File: src/design/hbac_pkg.sv
// Shared types, field widths and the artifact colour table for the hires byte decoder.
package hbac_pkg;

    localparam int unsigned COLUMN_W    = 6;
    localparam int unsigned BYTE_W      = 8;
    localparam int unsigned PIXELS      = 7;
    localparam int unsigned RGB_W       = 24;
    localparam int unsigned IN_TDATA_W  = 16;
    localparam int unsigned OUT_TDATA_W = PIXELS * RGB_W;

    localparam int unsigned GROUP_BIT = 7;
    localparam int unsigned CARRY_BIT = 6;

    typedef logic [RGB_W-1:0] t_rgb;

    localparam t_rgb RGB_BLACK  = 24'h000000;
    localparam t_rgb RGB_WHITE  = 24'hffffff;
    localparam t_rgb RGB_GREEN  = 24'h14f53c;
    localparam t_rgb RGB_VIOLET = 24'hff44fd;
    localparam t_rgb RGB_ORANGE = 24'hff6a3c;
    localparam t_rgb RGB_BLUE   = 24'h14cffd;

    // Index is {phase, group, current, previous}
    function automatic t_rgb palette(input logic [3:0] idx);
        t_rgb c;
        case (idx)
            4'd0, 4'd4, 4'd8, 4'd12:  c = RGB_BLACK;
            4'd3, 4'd7, 4'd11, 4'd15: c = RGB_WHITE;
            4'd1, 4'd10:              c = RGB_GREEN;
            4'd2, 4'd9:               c = RGB_VIOLET;
            4'd5, 4'd14:              c = RGB_ORANGE;
            4'd6, 4'd13:              c = RGB_BLUE;
            default:                  c = RGB_BLACK;
        endcase
        return c;
    endfunction

endpackage

File: src/design/hbac_decode.sv
// Per-pixel colour lookup: seven lanes, each chained to the pixel on its left.
module hbac_decode (
    input  logic                               i_parity,
    input  logic [hbac_pkg::BYTE_W-1:0]        i_byte,
    input  logic                               i_carry,
    output logic [hbac_pkg::OUT_TDATA_W-1:0]   o_pixels
);

    logic [hbac_pkg::PIXELS-1:0] prev;

    assign prev = {i_byte[hbac_pkg::PIXELS-2:0], i_carry};

    for (genvar g = 0; g < hbac_pkg::PIXELS; g++) begin : g_lane
        logic       phase;
        logic [3:0] idx;

        // column*7+i has the parity of column+i
        assign phase     = i_parity ^ 1'(g % 2);
        assign idx       = {phase, i_byte[hbac_pkg::GROUP_BIT], i_byte[g], prev[g]};
        assign o_pixels[g*hbac_pkg::RGB_W +: hbac_pkg::RGB_W] = hbac_pkg::palette(idx);
    end

endmodule

File: src/design/hires_byte_artifact_color_decoder.sv
// Top level: input register, colour lookup and result register for hires video bytes.
//
// Usage: feed one transaction per video byte on the slave channel; tdata carries
// the byte column (only its parity matters) and the byte itself. Each accepted
// transaction yields exactly one master transaction with seven 24-bit RGB pixels,
// pixel 0 in the lowest bits.
// A result passes through the input register, then the result register, before
// it is presented on the master channel.
// Throughput: one byte per cycle, limited by the single result register and its
// downstream handshake.
// Bit 6 of each byte is carried over as the left neighbour of pixel 0 of the next
// byte; nothing clears it at a line start. Reset empties both registers and
// clears the carried pixel.
// When the receiver stalls, the result register holds; the input register keeps
// accepting until it too holds an item, then o_s_tready drops.
module hires_byte_artifact_color_decoder (
    input  logic                                i_clk,
    input  logic                                i_rst_n,
    input  logic                                i_s_tvalid,
    output logic                                o_s_tready,
    // [5:0] column, [13:6] video_byte, [15:14] zero
    input  logic [hbac_pkg::IN_TDATA_W-1:0]     i_s_tdata,
    output logic                                o_m_tvalid,
    input  logic                                i_m_tready,
    // [23:0] pixel_0, [47:24] pixel_1, ... [167:144] pixel_6
    output logic [hbac_pkg::OUT_TDATA_W-1:0]    o_m_tdata
);

    logic                                r_s1_valid;
    logic                                r_s1_parity;
    logic [hbac_pkg::BYTE_W-1:0]         r_s1_byte;
    logic                                r_carry;
    logic                                r_s2_valid;
    logic [hbac_pkg::OUT_TDATA_W-1:0]    r_s2_pixels;
    logic [hbac_pkg::OUT_TDATA_W-1:0]    n_s2_pixels;
    logic                                s2_ready;
    logic                                s1_move;

    assign s2_ready   = !r_s2_valid || i_m_tready;
    assign s1_move    = r_s1_valid && s2_ready;
    assign o_s_tready = !r_s1_valid || s2_ready;

    hbac_decode u_decode (
        .i_parity (r_s1_parity),
        .i_byte   (r_s1_byte),
        .i_carry  (r_carry),
        .o_pixels (n_s2_pixels)
    );

    always_ff @(posedge i_clk) begin
        if (!i_rst_n) begin
            r_s1_valid <= 1'b0;
            r_s2_valid <= 1'b0;
            r_carry    <= 1'b0;
        end else begin
            if (o_s_tready) begin
                r_s1_valid <= i_s_tvalid;
            end
            if (s2_ready) begin
                r_s2_valid <= r_s1_valid;
            end
            // advance the carried pixel only as a byte leaves for the result register
            if (s1_move) begin
                r_carry <= r_s1_byte[hbac_pkg::CARRY_BIT];
            end
        end
    end

    always_ff @(posedge i_clk) begin
        if (o_s_tready && i_s_tvalid) begin
            r_s1_parity <= i_s_tdata[0];
            r_s1_byte   <= i_s_tdata[hbac_pkg::COLUMN_W +: hbac_pkg::BYTE_W];
        end
        if (s1_move) begin
            r_s2_pixels <= n_s2_pixels;
        end
    end

    assign o_m_tvalid = r_s2_valid;
    assign o_m_tdata  = r_s2_pixels;

    a_carry_hold : assert property (@(posedge i_clk) disable iff (!i_rst_n)
        !s1_move |=> $stable(r_carry))
        else $error("carried pixel changed without a byte moving on");

    a_move_fills : assert property (@(posedge i_clk) disable iff (!i_rst_n)
        s1_move |=> o_m_tvalid)
        else $error("result register empty after a byte moved in");

    a_reset_empty : assert property (@(posedge i_clk)
        !i_rst_n |=> !o_m_tvalid && !r_s1_valid && !r_carry)
        else $error("pipeline not empty after reset");

endmodule
File: config.mk
export PLATFORM = sky130hd
export DESIGN_NAME = hires_byte_artifact_color_decoder
export DESIGN_NICKNAME = d
export VERILOG_FILES = /design/src/design/hbac_pkg.sv /design/src/design/hbac_decode.sv /design/src/design/hires_byte_artifact_color_decoder.sv
export SDC_FILE = /design/constraint.sdc
export NUM_CORES = 1
export LEC_CHECK = 0
export BUFFER_PORTS_ARGS = -buffer_cell sky130_fd_sc_hd__buf_2
export CAP_MARGIN = 10
export CORE_ASPECT_RATIO = 1.1
export CORE_MARGIN = 2
export CORE_UTILIZATION = 55
export CTS_BUF_LIST = sky130_fd_sc_hd__clkbuf_2
export CTS_CLUSTER_DIAMETER = 40
export CTS_CLUSTER_SIZE = 12
export DETAILED_ROUTE_END_ITERATION = 10
export GPL_TIMING_DRIVEN = 0
export PLACE_DENSITY_LB_ADDON = 0.12
export SYNTH_ARGS = -nofsm -noshare
export SYNTH_HDL_FRONTEND = slang
export SYNTH_HIERARCHICAL = 1
export SYNTH_SLANG_ARGS = --single-unit
export TNS_END_PERCENT = 50
File: constraint.sdc
create_clock -name i_clk -period 4.49 [get_ports i_clk]
set_input_delay 0.2245 -clock i_clk [delete_from_list [all_inputs] [get_ports i_clk]]
set_output_delay 0.2245 -clock i_clk [all_outputs]
set_load 0.03 [all_outputs]
==> results.md <==
* Longest Clk Path Bufs at 2
* Reg2Reg Depth at 5
* Fillers at approximately 880
* Hold EP: o_m_tdata[165]
* HP Class: primary input to flop
* CP Cell Sequence: nor2b_4, nor2b_4, buf_12, buf_16, buf_16
* Kind of critical path: flop to flop
* Fmax at approximately 0.48 GHz
* Syn Inst Count at 406
* Final worst path period need at approximately 2100 ps
* Routed Antenna Nets at 0
* Postcts setup bufs at 0
* Leakage power at 0.00347 uW
* Worst r2r dst: o_m_tdata[1]
* DR DRC count at 0
* Vias in the first global route at 3730
* Post-synthesis compound-gate area fraction at 2.77%
* Post-DP Area at around 0.008 mm^2
* Post-synthesis xor/xnor area fraction at less than 1%
* Global-route wire length before repair at 18600 um
* Setup crit start kind: flop
* Via count at 3750
* Synth Area per Inst at around 17 um^2
* CTS clk-pin slew, worst paths at roughly 240 ps
* CTS Buf Count at 17
* Measured slew at the worst slew-check pin at 768 ps
* Layout cells sized above 1 at 52.8%
* EDFF count, synth at 177
* CP startpoint: o_m_tvalid
* Design Power at 3170 uW
* Die height at around 120 um
* H-tree levels at 4
* Die area at between 0.01 and 0.015 mm^2
* Pre-CTS setup slack at 2430 ps
* CTS resizes at 0
* Main combinational cell family by area after synthesis: buffers and inverters
* Arrival @ worst endpoint at about 2500 ps
* Largest net degree at the start of global routing at 40
* Area growth, synth to finish at 22.5%
* Die width at 110 um
* CTS tree: done
* PD cells at about 380 mW/mm^2
* Drt total wl at roughly 12000 um
* Synth Flop Type: edfxtp_1
* Status: completed
* Worst R2R Setup Slack at 2400 ps
* DPL Wire Length at 8590 um
* Hold depth at 3
* Core area at 0.0121 mm^2
* Worst-path maximum fanout at 27
* Clk sinks at 180
* Syn Std Cell Area at ~0.0068 mm^2
* Mux cell area share after synthesis at less than 1%
* Mapped Nets at 426
* Skew-Pair Late Insertion Delay at 700 ps
* Post-synthesis sequential area ratio at 78.7%
* Ys async rst share at 0%
* Post-Synth Simple-Gate Area at under 10%
* Std-Cell Rows at 42
* Post-synthesis adder-cell area fraction at 0.293%
* Initial core utilization at 56.5%
* Final period utilization at roughly 47%
* RSZ-0062 raised after global routing: false
* PortBufs at 182
* GPL Wtd Cong at 0.685
* Num ports at 190
* Worst Hold Slack at 155 ps
* Drt wl/cell at 15.4 um
* Fin Clk Skew at 32.5 ps
* # Max-Cap Violations at 0
* GRT Util Overall at a little under a fifth
* Netlist cell types at 23
* Register area at 0.00538 mm^2
* Area of the multi-input gates at 626 um^2
* Yosys warning count at 6
* Total grt overflow at 0
* Sum Neg Setup Slack at 0 ps
* DRT iter0 DRCs at 135
* Critical Path Max Stage Delay at 610 ps
* Reg-to-Reg Start: o_m_tvalid
* CP endpoint kind: flop
* Relative slew slack at 48.7%
* Post-layout nets at 645
* # hold bufs at CTS at 13
* Design area at 0.00837 mm^2
* CTS root buffer: clkbuf_2
* WP data required at 4910 ps
* Final Hold Violating Endpoints at 0
* Setup Viol. Count Final at 0
* DRT Pass-1 Iters at 6
* Worst VDD drop at ~0.23 mV
* Final worst setup slack at 2400 ps
* Max Slew Vio Count at 0
* HP Start: i_m_tready
* Initial antenna violation count at 1
* Routed vias/inst at approximately 4.7
* FF+latch count, synth at 180
* Slowest cell on the critical path: nor2b_4
## per-layer routing
metal	GRT usage, %	part of all wire [%]	up-vias
met3	7.04	8.3	8
met2	31.0	52	140
met5	0	0	-
met1	23.3	39	1822
met4	7.03	0.82	0
li1	-	-	1780
## flip-flops by register name, indices dropped and copies added (netlist names)
name,flops
r_carry,1
r_s1_byte,8
o_m_tvalid,1
r_s1_valid,1
r_s1_parity,1
o_m_tdata,168
## report_power, final
group	switching, uW	internal [uW]
clock network	525	150
registers	28.9	1960
logic	308	193
## Yosys cell counts (all sizes together), types with 3 or more instances
cell type | number | share of area, %
a21o | 11 | 1.2
a21oi | 4 | 0.29
and2 | 8 | 0.73
buf | 110 | 12
dfxtp | 3 | 0.88
edfxtp | 177 | 78
nand2 | 44 | 2.4
nand2b | 6 | 0.55
nor2 | 8 | 0.44
nor2b | 4 | 0.59
o21a | 7 | 0.77
o21ai | 5 | 0.37
or2 | 7 | 0.64
## per-stage QoR
| step | util [%] | cells |
|---|---|---|
| 2_1_floorplan | - | 406 |
| 3_3_place_gp | 65.7 | 742 |
| 3_5_place_dp | 66.6 | 747 |
| 4_1_cts | 69.2 | 792 |
| 5_1_grt | 69.2 | 793 |
| 6_report | 69.2 | 793 |
## final cells by class
cell class / instances / area share, %
inverter: 2 / 0.0897
timing repair buffer: 200 / 13.8
antenna: 1 / 0.0299
clock buffer: 20 / 1.20
clock inverter: 12 / 0.987
tap: 154 / 2.30
sequential: 180 / 64.3
multi-input combinational: 112 / 7.48
buffer: 112 / 9.84
## critical path: cells and delay by family (launching register included)
| family | cells | cell delay [ps] |
|---|---|---|
| and+or+nand+nor | 2 | 750 |
| buffers and inverters | 3 | 660 |
| DFF | 1 | 370 |
## cells in the final DEF, fill, tap and decap left out, types with 4 or more instances in the layout
master,Yosys,layout
dlygate4sd3_1,0,13
nor2_1,8,8
or2_2,7,7
a21oi_1,4,4
clkinvlp_4,0,4
nand2b_1,6,6
buf_2,4,186
and2_1,8,8
o21a_1,7,7
edfxtp_1,177,177
buf_4,106,106
nand2_1,44,44
clkbuf_2,0,20
o21ai_0,5,5
a21o_1,11,11
## cells by family (layout without fill, tap and decap cells)
group	after synthesis	in the layout
flip-flops	180	180
buffers and inverters	114	346
multiplexers	1	1
AND/OR/NAND/NOR	79	79
other	0	1
adder cells (fa/ha/maj)	2	2
AO/OA/AOI/OAI	28	28
XOR/XNOR	2	2
## how the worst max path moves through the flow
stage,end,cells past startpoint
global route,o_m_tdata[1],4
CTS,o_m_tdata[1],5
finish,o_m_tdata[1],5
global placement,o_m_tdata[116],1
detailed placement,o_m_tdata[42],5
floorplan,o_m_tdata[0],2
(Power assumes the default switching activity.)
